--- src/rtl/sfasm_pkg.sv ---
// ----------------------------------------------------------------------------
// Single-precision add/sub/mul package
// Operation codes, field constants, the unpacked operand struct and its unpack function.
// ----------------------------------------------------------------------------
package sfasm_pkg;

	typedef enum logic [1:0] {
		OP_ADD = 2'd0,
		OP_SUB = 2'd1,
		OP_MUL = 2'd2,
		OP_NOP = 2'd3
	} op_t;

	localparam logic [31:0] HIDDEN_BIT = 32'h4000_0000;
	localparam logic [31:0] FRAC_FIELD = 32'h3FFF_FF80;
	localparam logic [9:0]  EXP_BIAS   = 10'd127;
	localparam logic [31:0] SIGN_BIT   = 32'h8000_0000;

	// exponents carried as 10-bit two's complement (sums stay within range)
	typedef logic signed [9:0] exp_t;

	typedef struct packed {
		logic [31:0] frac;
		exp_t        exp;
	} unpacked_t;

	function automatic unpacked_t unpack(input logic [31:0] x);
		unpacked_t u;
		logic [31:0] f;
		f = ((x << 7) & FRAC_FIELD) | HIDDEN_BIT;
		if (x[30:0] == 31'd0) begin
			u.frac = '0;
			u.exp  = '0;
		end else begin
			u.exp  = exp_t'({2'b00, x[30:23]}) - exp_t'(EXP_BIAS);
			u.frac = x[31] ? (32'd0 - f) : f;
		end
		return u;
	endfunction

endpackage

--- src/rtl/sfasm_norm.sv ---
// ----------------------------------------------------------------------------
// Normaliser and packer
// Two register stages: leading-one search and shift, then field packing.
// ----------------------------------------------------------------------------
module sfasm_norm import sfasm_pkg::*; (
	input  logic        clk,
	input  logic        arst_n,
	input  logic        en,
	input  logic        vld_in,
	input  logic        neg_in,
	input  logic [31:0] mag_in,
	input  exp_t        exp_in,
	output logic        vld_out,
	output logic [31:0] bits_out
);

	logic        vld_s1;
	logic        neg_s1, zero_s1;
	logic [31:0] mag_s1;
	exp_t        exp_s1;
	logic [31:0] m0;
	exp_t        e0;
	logic [4:0]  lz;
	logic [31:0] m1;
	exp_t        e1;
	logic [7:0]  ef;

	always_comb begin
		m0 = mag_in;
		e0 = exp_in;
		if (mag_in[31]) begin
			m0 = mag_in >> 1;
			e0 = exp_in + exp_t'(1);
		end
		lz = '0;
		for (int i = 0; i <= 30; i++) begin
			if (m0[i]) lz = 5'(30 - i);
		end
	end

	always_ff @(posedge clk or negedge arst_n) begin
		if (!arst_n) begin
			vld_s1 <= 1'b0;
		end else if (en) begin
			vld_s1 <= vld_in;
		end
	end

	always_ff @(posedge clk) begin
		if (en) begin
			neg_s1  <= neg_in;
			zero_s1 <= (mag_in == 32'd0);
			mag_s1  <= m0 << lz;
			exp_s1  <= e0 - exp_t'({5'd0, lz});
		end
	end

	always_comb begin
		m1 = mag_s1;
		e1 = exp_s1 + exp_t'(EXP_BIAS);
		ef = e1[7:0];
	end

	always_ff @(posedge clk or negedge arst_n) begin
		if (!arst_n) begin
			vld_out <= 1'b0;
		end else if (en) begin
			vld_out <= vld_s1;
		end
	end

	always_ff @(posedge clk) begin
		if (en) begin
			bits_out <= zero_s1 ? 32'd0 : {neg_s1, ef, m1[29:7]};
		end
	end

endmodule

--- src/rtl/single_float_add_sub_mul.sv ---
// Five register stages lie between input transfer and result valid.
// Throughput: one operation per cycle; the whole pipeline advances together,
// held only when the result register is full and not taken.
// Reset: arst_n clears all stage valid bits asynchronously; no data is reset.
// The 32x32 magnitude product and the alignment shift each take a stage.
// ----------------------------------------------------------------------------
// Truncating single-precision add/sub/mul
// Unpack/align, combine or multiply, then normalise and pack.
// ----------------------------------------------------------------------------
module single_float_add_sub_mul import sfasm_pkg::*; (
	input  logic        clk,
	input  logic        arst_n,
	input  logic        in_valid,
	output logic        in_ready,
	input  logic [1:0]  mode,
	input  logic [31:0] operand_a,
	input  logic [31:0] operand_b,
	output logic        out_valid,
	input  logic        out_ready,
	output logic [31:0] result_bits
);

	logic en;
	assign en       = !out_valid || out_ready;
	assign in_ready = en;

	unpacked_t ua, ub;
	exp_t      d;
	logic [31:0] fa_al, fb_al;
	logic [4:0]  sh;

	always_comb begin
		ua = unpack(operand_a);
		ub = unpack(operand_b);
		d  = ua.exp - ub.exp;
		fa_al = ua.frac;
		fb_al = ub.frac;
		if (d > 0) begin
			sh = (d > exp_t'(31)) ? 5'd31 : d[4:0];
			fb_al = 32'($signed(ub.frac) >>> sh);
		end else begin
			sh = (-d > exp_t'(31)) ? 5'd31 : 5'(-d);
			fa_al = 32'($signed(ua.frac) >>> sh);
		end
	end

	// stage 1: aligned fractions / magnitudes
	logic        vld_s1;
	op_t         op_s1;
	logic [31:0] fa_s1, fb_s1;
	exp_t        e_s1;
	logic        mneg_s1, mzero_s1;

	always_ff @(posedge clk or negedge arst_n) begin
		if (!arst_n) begin
			vld_s1 <= 1'b0;
		end else if (en) begin
			vld_s1 <= in_valid;
		end
	end

	always_ff @(posedge clk) begin
		if (en) begin
			op_s1 <= op_t'(mode);
			if (mode == OP_MUL) begin
				fa_s1 <= ua.frac[31] ? 32'd0 - ua.frac : ua.frac;
				fb_s1 <= ub.frac[31] ? 32'd0 - ub.frac : ub.frac;
				e_s1  <= ua.exp + ub.exp;
			end else begin
				fa_s1 <= 32'($signed(fa_al) >>> 1);
				fb_s1 <= 32'($signed(fb_al) >>> 1);
				e_s1  <= ((d > 0) ? ua.exp : ub.exp) + exp_t'(1);
			end
			mneg_s1  <= ua.frac[31] ^ ub.frac[31];
			mzero_s1 <= (ua.frac == 32'd0) || (ub.frac == 32'd0);
		end
	end

	// stage 2: combine or multiply
	logic        vld_s2, neg_s2;
	logic [31:0] mag_s2;
	exp_t        e_s2;
	logic [31:0] r;
	logic [63:0] prod;

	always_comb begin
		r    = (op_s1 == OP_SUB) ? fa_s1 - fb_s1 : fa_s1 + fb_s1;
		prod = {fa_s1[30:0], 1'b0} * {fb_s1[30:0], 1'b0};
	end

	always_ff @(posedge clk or negedge arst_n) begin
		if (!arst_n) begin
			vld_s2 <= 1'b0;
		end else if (en) begin
			vld_s2 <= vld_s1;
		end
	end

	always_ff @(posedge clk) begin
		if (en) begin
			e_s2 <= e_s1;
			unique case (op_s1)
				OP_ADD, OP_SUB: begin
					neg_s2 <= r[31];
					mag_s2 <= r[31] ? 32'd0 - r : r;
				end
				OP_MUL: begin
					neg_s2 <= mneg_s1;
					mag_s2 <= mzero_s1 ? 32'd0 : prod[63:32];
				end
				default: begin
					neg_s2 <= 1'b0;
					mag_s2 <= 32'd0;
				end
			endcase
		end
	end

	// stage 3: product register before normalising (keeps multiplier alone)
	logic        vld_s3, neg_s3;
	logic [31:0] mag_s3;
	exp_t        e_s3;

	always_ff @(posedge clk or negedge arst_n) begin
		if (!arst_n) begin
			vld_s3 <= 1'b0;
		end else if (en) begin
			vld_s3 <= vld_s2;
		end
	end

	always_ff @(posedge clk) begin
		if (en) begin
			neg_s3 <= neg_s2;
			mag_s3 <= mag_s2;
			e_s3   <= e_s2;
		end
	end

	sfasm_norm u_norm (
		.clk      (clk),
		.arst_n   (arst_n),
		.en       (en),
		.vld_in   (vld_s3),
		.neg_in   (neg_s3),
		.mag_in   (mag_s3),
		.exp_in   (e_s3),
		.vld_out  (out_valid),
		.bits_out (result_bits)
	);

	a_zero_result: assert property (@(posedge clk) disable iff (!arst_n)
		(en && u_norm.vld_s1 && u_norm.zero_s1) |=> (result_bits == 32'd0))
		else $error("zero magnitude did not pack as +0");

	a_stall_hold: assert property (@(posedge clk) disable iff (!arst_n)
		(!en) |=> ($stable(vld_s1) && $stable(vld_s2) && $stable(vld_s3)))
		else $error("pipeline moved while stalled");

	a_nop_zero: assert property (@(posedge clk) disable iff (!arst_n)
		(en && vld_s1 && op_s1 == OP_NOP) |=> (mag_s2 == 32'd0))
		else $error("unused operation gave a nonzero magnitude");

endmodule
--- config.mk ---
export PLATFORM = sky130hd
export DESIGN_NAME = single_float_add_sub_mul
export DESIGN_NICKNAME = d
export VERILOG_FILES = /design/src/rtl/sfasm_pkg.sv /design/src/rtl/sfasm_norm.sv /design/src/rtl/single_float_add_sub_mul.sv
export SDC_FILE = /design/constraint.sdc
export NUM_CORES = 2
export LEC_CHECK = 0
export ABC_AREA = 1
export BUFFER_PORTS_ARGS = -buffer_cell sky130_fd_sc_hd__buf_2
export CAP_MARGIN = 5
export CORE_MARGIN = 5
export CORE_UTILIZATION = 40
export CTS_CLUSTER_DIAMETER = 120
export DETAILED_ROUTE_END_ITERATION = 10
export PLACE_DENSITY_LB_ADDON = 0.08
export SLEW_MARGIN = 15
export SYNTH_ARGS = -nofsm -noshare
export SYNTH_HDL_FRONTEND = slang
export SYNTH_SLANG_ARGS = --single-unit
--- constraint.sdc ---
create_clock -name clk -period 9.3 [get_ports clk]
set_input_delay 0.93 -clock clk [delete_from_list [all_inputs] [get_ports clk]]
set_output_delay 0.93 -clock clk [all_outputs]
set_load 0.02 [all_outputs]
Yosys cells after proc, flatten, opt, wreduce, memory -nomap -nowiden
Cells that the tools add are included.
Word-level totals
  register bits: 235
  latch bits: 0
  RAM bits: 0
  ROM bits: 0
  bits of input ports: 70
  output and inout port bits: 34
  memories kept: 0
Operators by class
  add/sub/neg operators: 16
  $mul: 1
  divide/modulo/power cells: 0
  magnitude comparators: 3
  equality and inequality tests: 3
  shifts and indexed selects: 3
  muxes and demuxes: 52
  bitwise logic cells: 1
  reduce and logical (&&, ||, !) cells: 10
Operator list (number)
  $mux W32: 11
  $mux W5: 33
  $logic_not A32 Y1: 3
  $sub A1 B32 Y32 const A: 3
  $mux W42: 2
  $pmux W32 S2: 1
  $sshr A32 B5 Y32: 2
  $sub A1 B31 Y32 const A: 2
  $logic_not A31 Y1: 2
  $mul A31 B31 Y62: 1
  $add A32 B32 Y32: 1
  $sub A32 B32 Y32: 1
  $mux W31: 1
  $shl A31 B5 Y30: 1
  $mux W8: 3
  $gt A10 B6 Y1 const B: 2
  $sub A8 B7 Y9 const B: 2
  $add A8 B2 Y8 const B: 2
  $gt A10 B1 Y1 const B: 1
  $neg A10 Y10: 1
  $sub A10 B10 Y10: 1
  $add A8 B8 Y8: 1
  $add A8 B8 Y8 const B: 1
  $sub A8 B6 Y8: 1
  other kinds (8): 10

Logic depth before layout (Yosys ltp)
  depth in word-level cells: 33
  mapped depth: 42
  gate-level depth less buffers: 41

Hierarchy
A second synthesis with hierarchy kept.
Second synthesis, totals
  cells, all modules: 7575
  area total of the unflattened synthesis: 54574.8 sq um
Modules (own cells, without submodules)
  single_float_add_sub_mul: instances 1, cells each 6804, area an instance 49312.3 sq um
  sfasm_norm: instances 1, cells each 771, area an instance 5262.5 sq um

Worst setup path after synthesis
OpenSTA, ideal clock, no wires.
  path kind: reg2reg
  from: reg fb_s1[7]
  to: reg mag_s2[28], data pin
  library setup time: 0.262 ns
  arrival: 6.951 ns
  required time: 9.038 ns
  path slack: 2.087 ns
  cell stages (with the launch flop): 31
  path buffers: 2
  period minus slack after synthesis: 7.213 ns
  path through: edfxtp_1 -> clkbuf_1 -> clkbuf_1 -> nand2_1 -> fa_1 -> inv_1 -> fa_1 -> inv_1 -> fa_1 -> inv_1 -> fa_1 -> fa_1 -> fa_1 -> fa_1 -> inv_1 -> fa_1 -> inv_1 -> ha_1 -> nand2_1 -> nor2_1 -> nand4_1 -> o221ai_1 -> nand2_1 -> a31oi_1 -> nand3_1 -> nand3_1 -> nand3_1 -> nand3_1 -> nand3_1 -> a31oi_1 -> o21ai_0
On the way
  longest elaborated chain between the ends: 5
  elaborated cells between the ends (all ways): 8
Ends and longest elaborated chain
  start, declared: RTL line single_float_add_sub_mul.sv:50  | logic [31:0] fa_s1, fb_s1;
  start signal, assigned: RTL line single_float_add_sub_mul.sv:67  | fb_s1 <= ub.frac[31] ? 32'd0 - ub.frac : ub.frac;
  start signal, assigned: RTL line single_float_add_sub_mul.sv:71  | fb_s1 <= 32'($signed(fb_al) >>> 1);
  $add A32 B32 Y32 or $sub A32 B32 Y32 (tied branches): RTL line single_float_add_sub_mul.sv:87  | r = (op_s1 == OP_SUB) ? fa_s1 - fb_s1 : fa_s1 + fb_s1;
  $mux W32: RTL line single_float_add_sub_mul.sv:87
  $sub A1 B32 Y32: RTL line single_float_add_sub_mul.sv:105  | mag_s2 <= r[31] ? 32'd0 - r : r;
  $mux W32: RTL line single_float_add_sub_mul.sv:105
  $pmux W32 S2 *: RTL line single_float_add_sub_mul.sv:102  | unique case (op_s1)
  end signal, assigned: RTL line single_float_add_sub_mul.sv:105
  end signal, assigned: RTL line single_float_add_sub_mul.sv:109  | mag_s2 <= mzero_s1 ? 32'd0 : prod[63:32];
  end, declared: RTL line single_float_add_sub_mul.sv:81  | logic [31:0] mag_s2;
Mark *: on every way between the ends. The rest lies on a longest branch, timed or not.
A chain may end at the register's enable or synchronous reset.

Worst setup path after layout
  from: reg fb_s1[12]
  to: reg mag_s2[14], data pin
The elaborated chain is that of the path after synthesis.

==> metrics.log <==
INFO  metric outcome = completed
INFO  metric drtAntennaViolNets = 0
INFO  metric number_of_remaining_drc_errors = 0
INFO  metric most_common_cell_in_the_synthesized_netlist = sky130_fd_sc_hd__nand2_1
INFO  metric worstPathBufferInverterCount = 5
INFO  metric die_height = 370.1 um
INFO  metric syn-instance-count = 6965
INFO  metric crit_path_max_fanout = 18
INFO  metric gr-total-overflow = 0
INFO  metric cts_repair_resize_count = 0
INFO  metric area_delta_synth_final = 6.650%
INFO  metric io_pins = 104
INFO  metric hold_ws = 0.1300 ns
INFO  metric die-area = 0.1370 mm2
INFO  metric first_global_vias = 44330
INFO  metric place.detailed.hpwl = 142500 um
INFO  metric gpl.final_weighted_congestion = 0.9273
INFO  metric cts_buffer_depth = 3
INFO  metric post-route-min-period = 8.587 ns
INFO  metric worstSetupPathType = flop to flop
INFO  metric crit_slowest_cell = sky130_fd_sc_hd__edfxtp_1
INFO  metric synth-edff-count = 223
INFO  metric start_util = 40.17%
INFO  metric clockRootBuffer = sky130_fd_sc_hd__clkbuf_16
INFO  metric worst_slew_pin_tran = 1.166 ns
INFO  metric finish.net_count = 8135
INFO  metric core_area = 0.1292 mm2
INFO  metric total_standard_cell_area_after_synthesis = 0.05188 mm2
INFO  metric postSynth.asyncResetShare = 2.193%
INFO  metric post-cts-setup-buffer-count = 0
INFO  metric maxSlewViolCount = 0
INFO  metric total_of_warnings_raised_by_yosys = 0
INFO  metric cts_sinks = 228
INFO  metric post_synth_main_area_contributors = sky130_fd_sc_hd__fa_1 (32%), sky130_fd_sc_hd__nand2_1 (13%), sky130_fd_sc_hd__edfxtp_1 (13%), sky130_fd_sc_hd__inv_1 (12%), sky130_fd_sc_hd__ha_1 (7.6%)
INFO  metric wl = 172500 um
INFO  metric hold_viol = 0
INFO  metric clk_transition_reported_paths = 0.06 ns
INFO  metric critPathRequiredTime = 9.61 ns
INFO  metric numPortBuffers = 103
INFO  metric drive_gt1_share = 5.814%
INFO  metric cap_violations = 0
INFO  metric core.rowCount = 132
INFO  metric max_stage_delay = 0.93 ns
INFO  metric slew_headroom = 21.57%
INFO  metric syn-num-nets = 8190
INFO  metric cpLargestDelayFamily = adder cells
INFO  metric clock_tree_from_tritoncts = done
INFO  metric largest_net_degree_at_the_start_of_global_routing = 67
INFO  metric post_cts_hold_buffer_count = 0
INFO  metric synth_sequential_area_ratio = 13.15%
INFO  metric postSynthAreaPerCell = 7.448 um2
INFO  metric synth.largest_area_cell = sky130_fd_sc_hd__fa_1
INFO  metric clk-insertion-delay-late = 0.61 ns
INFO  metric setup_total_negative_slack = 0 ns
INFO  metric grt_util_all_layers = 25.22%
INFO  metric holdCritPathClass = input port to asynchronous set/reset pin
INFO  metric rsz0062_at_grt = false
INFO  metric cts_made_buffers = 28
INFO  metric ffs_latches_synth = 228
INFO  metric netlist_top_cells_count = sky130_fd_sc_hd__nand2_1 (1808), sky130_fd_sc_hd__inv_1 (1634), sky130_fd_sc_hd__fa_1 (840), sky130_fd_sc_hd__nor2_1 (349), sky130_fd_sc_hd__nand3_1 (316)
INFO  metric drt_pass1_iterations = 7
INFO  metric cp_most_frequent_cell = sky130_fd_sc_hd__fa_1
INFO  metric synth_cell_types = 68
INFO  metric via_count = 43880
INFO  metric fraction_of_synthesized_cell_area_taken_by_the_top_area_cell_type = 32.42%
INFO  metric grt_first_pass_wirelength = 267000 um
INFO  metric h_tree_lvl_count = 1
INFO  metric max_freq = 116.5 MHz
INFO  metric setup.worst_path.start_class = flop
INFO  metric die_x = 370.1 um
INFO  metric worstPathArrival = 8.90 ns
INFO  metric final_min_period_over_clock_period = 92.33%
INFO  metric synth-main-ff-cell = sky130_fd_sc_hd__edfxtp_1
INFO  metric worst_setup_path_end_kind = flop
INFO  metric report.final.setup_viol = 0
INFO  metric route.detailed.wl_per_inst = 19.88 um
INFO  metric n_fill_cell = 13440
INFO  metric post_drt_via_cell_ratio = 5.059
INFO  metric antenna-diode-count = 0
INFO  metric drtIter0Drc = 3555
INFO  metric antenna_violations_before_repair = 8
INFO  metric worst_clock_skew = 0.01646 ns
==> final timing paths <==
kind	startpoint	endpoint	slack, ns	cells after the start
max	fb_s1[12]	mag_s2[14]	0.71	27
min	arst_n	vld_s1	0.13	1
max reg2reg	fb_s1[12]	mag_s2[14]	0.71	27
min reg2reg	mag_s2[8]	mag_s3[8]	0.41	0
max in group asynchronous	arst_n	vld_s3	9.04	1
min in group clk	mag_s2[8]	mag_s3[8]	0.41	0
==> worst register-to-register path, cell delays in order, from the launching register on <==
cell	delay [ns]
sky130_fd_sc_hd__edfxtp_1	0.93
sky130_fd_sc_hd__buf_4	0.43
sky130_fd_sc_hd__nand2_1	0.09
sky130_fd_sc_hd__inv_1	0.09
sky130_fd_sc_hd__fa_1	0.43
sky130_fd_sc_hd__fa_1	0.55
sky130_fd_sc_hd__inv_1	0.09
sky130_fd_sc_hd__fa_1	0.57
sky130_fd_sc_hd__fa_1	0.45
sky130_fd_sc_hd__fa_1	0.55
sky130_fd_sc_hd__inv_1	0.05
sky130_fd_sc_hd__fa_1	0.45
sky130_fd_sc_hd__fa_1	0.51
sky130_fd_sc_hd__fa_1	0.42
sky130_fd_sc_hd__ha_1	0.33
sky130_fd_sc_hd__nand2_1	0.11
sky130_fd_sc_hd__nor2_1	0.20
sky130_fd_sc_hd__inv_1	0.06
sky130_fd_sc_hd__o31ai_1	0.75
sky130_fd_sc_hd__a31o_2	0.33
sky130_fd_sc_hd__nand2_1	0.07
sky130_fd_sc_hd__nand2_1	0.11
sky130_fd_sc_hd__nand2_1	0.07
sky130_fd_sc_hd__nand3_1	0.06
sky130_fd_sc_hd__a21boi_0	0.24
sky130_fd_sc_hd__nand2_1	0.12
sky130_fd_sc_hd__nand2_1	0.13
sky130_fd_sc_hd__o22ai_1	0.11
==> metrics by stage <==
stage / std cells / worst slack, ns / util, % / instance area (um2)
floorplan: 6965 / 2.087 / - / 51880
global placement: 8622 / 0.7588 / 42.11 / 54390
detailed placement: 8622 / 0.7978 / 42.11 / 54390
CTS: 8674 / 0.7922 / 42.84 / 55330
global route: 8674 / 0.4399 / 42.84 / 55330
finish: 8674 / 0.7131 / 42.84 / 55330
==> layout by cell type, fill, tap and decap left out, types with 103 or more instances in the layout <==
cell type                  instances
sky130_fd_sc_hd__nand2_1        1807
sky130_fd_sc_hd__inv_1          1634
sky130_fd_sc_hd__fa_1            840
sky130_fd_sc_hd__nor2_1          347
sky130_fd_sc_hd__nand3_1         316
sky130_fd_sc_hd__ha_1            315
sky130_fd_sc_hd__o21ai_0         291
sky130_fd_sc_hd__a21oi_1         223
sky130_fd_sc_hd__edfxtp_1        223
sky130_fd_sc_hd__buf_4           142
sky130_fd_sc_hd__buf_2           103
==> metal layers <==
metal | up-vias | routed length (um) | global-route usage (%)
met4 | 0 | 4003 | 4.928
met2 | 1294 | 77010 | 40.16
li1 | 20910 | - | -
met5 | - | 0 | 0
met3 | 163 | 11790 | 4.071
met1 | 21510 | 79670 | 36.57
==> sequential cells by signal (all words and copies together) (netlist names) <==
| signal | count |
|---|---|
| fb_s1 | 32 |
| e_s3 | 8 |
| u_norm.vld_out | 1 |
| op_s1 | 2 |
| mzero_s1 | 1 |
| vld_s1 | 1 |
| mag_s3 | 32 |
| vld_s3 | 1 |
| fa_s1 | 32 |
| u_norm.m1 | 23 |
| u_norm.exp_s1 | 8 |
| mneg_s1 | 1 |
| mag_s2 | 32 |
| u_norm.vld_s1 | 1 |
| u_norm.zero_s1 | 1 |
| vld_s2 | 1 |
| u_norm.bits_out | 32 |
| u_norm.neg_s1 | 1 |
| neg_s2 | 1 |
| e_s2 | 8 |
| e_s1 | 8 |
| neg_s3 | 1 |
==> final cells by class <==
class                      instances  area [um2]  share of cell area (%)
inverter                        1652        6203                   11.21
multi-input combinational       4748       37460                   67.71
tap                             1742        2180                   3.940
clock inverter                    18       216.5                  0.3912
clock buffer                      34       723.2                   1.307
sequential                       228        6822                   12.33
timing repair buffer             252        1722                   3.112
==> cell families after synthesis <==
logic type,share of synthesized area (%)
buffers and inverters,14.68
DFF,13.15
and+or+nand+nor,21.29
muxes,0.2002
adders and majority gates,40.01
xor gates and xnor gates,2.327
AOI/OAI and AO/OA,8.336
Power is not shown: default switching activity piles up to over one toggle a cycle in this logic, so the estimate is an artifact.
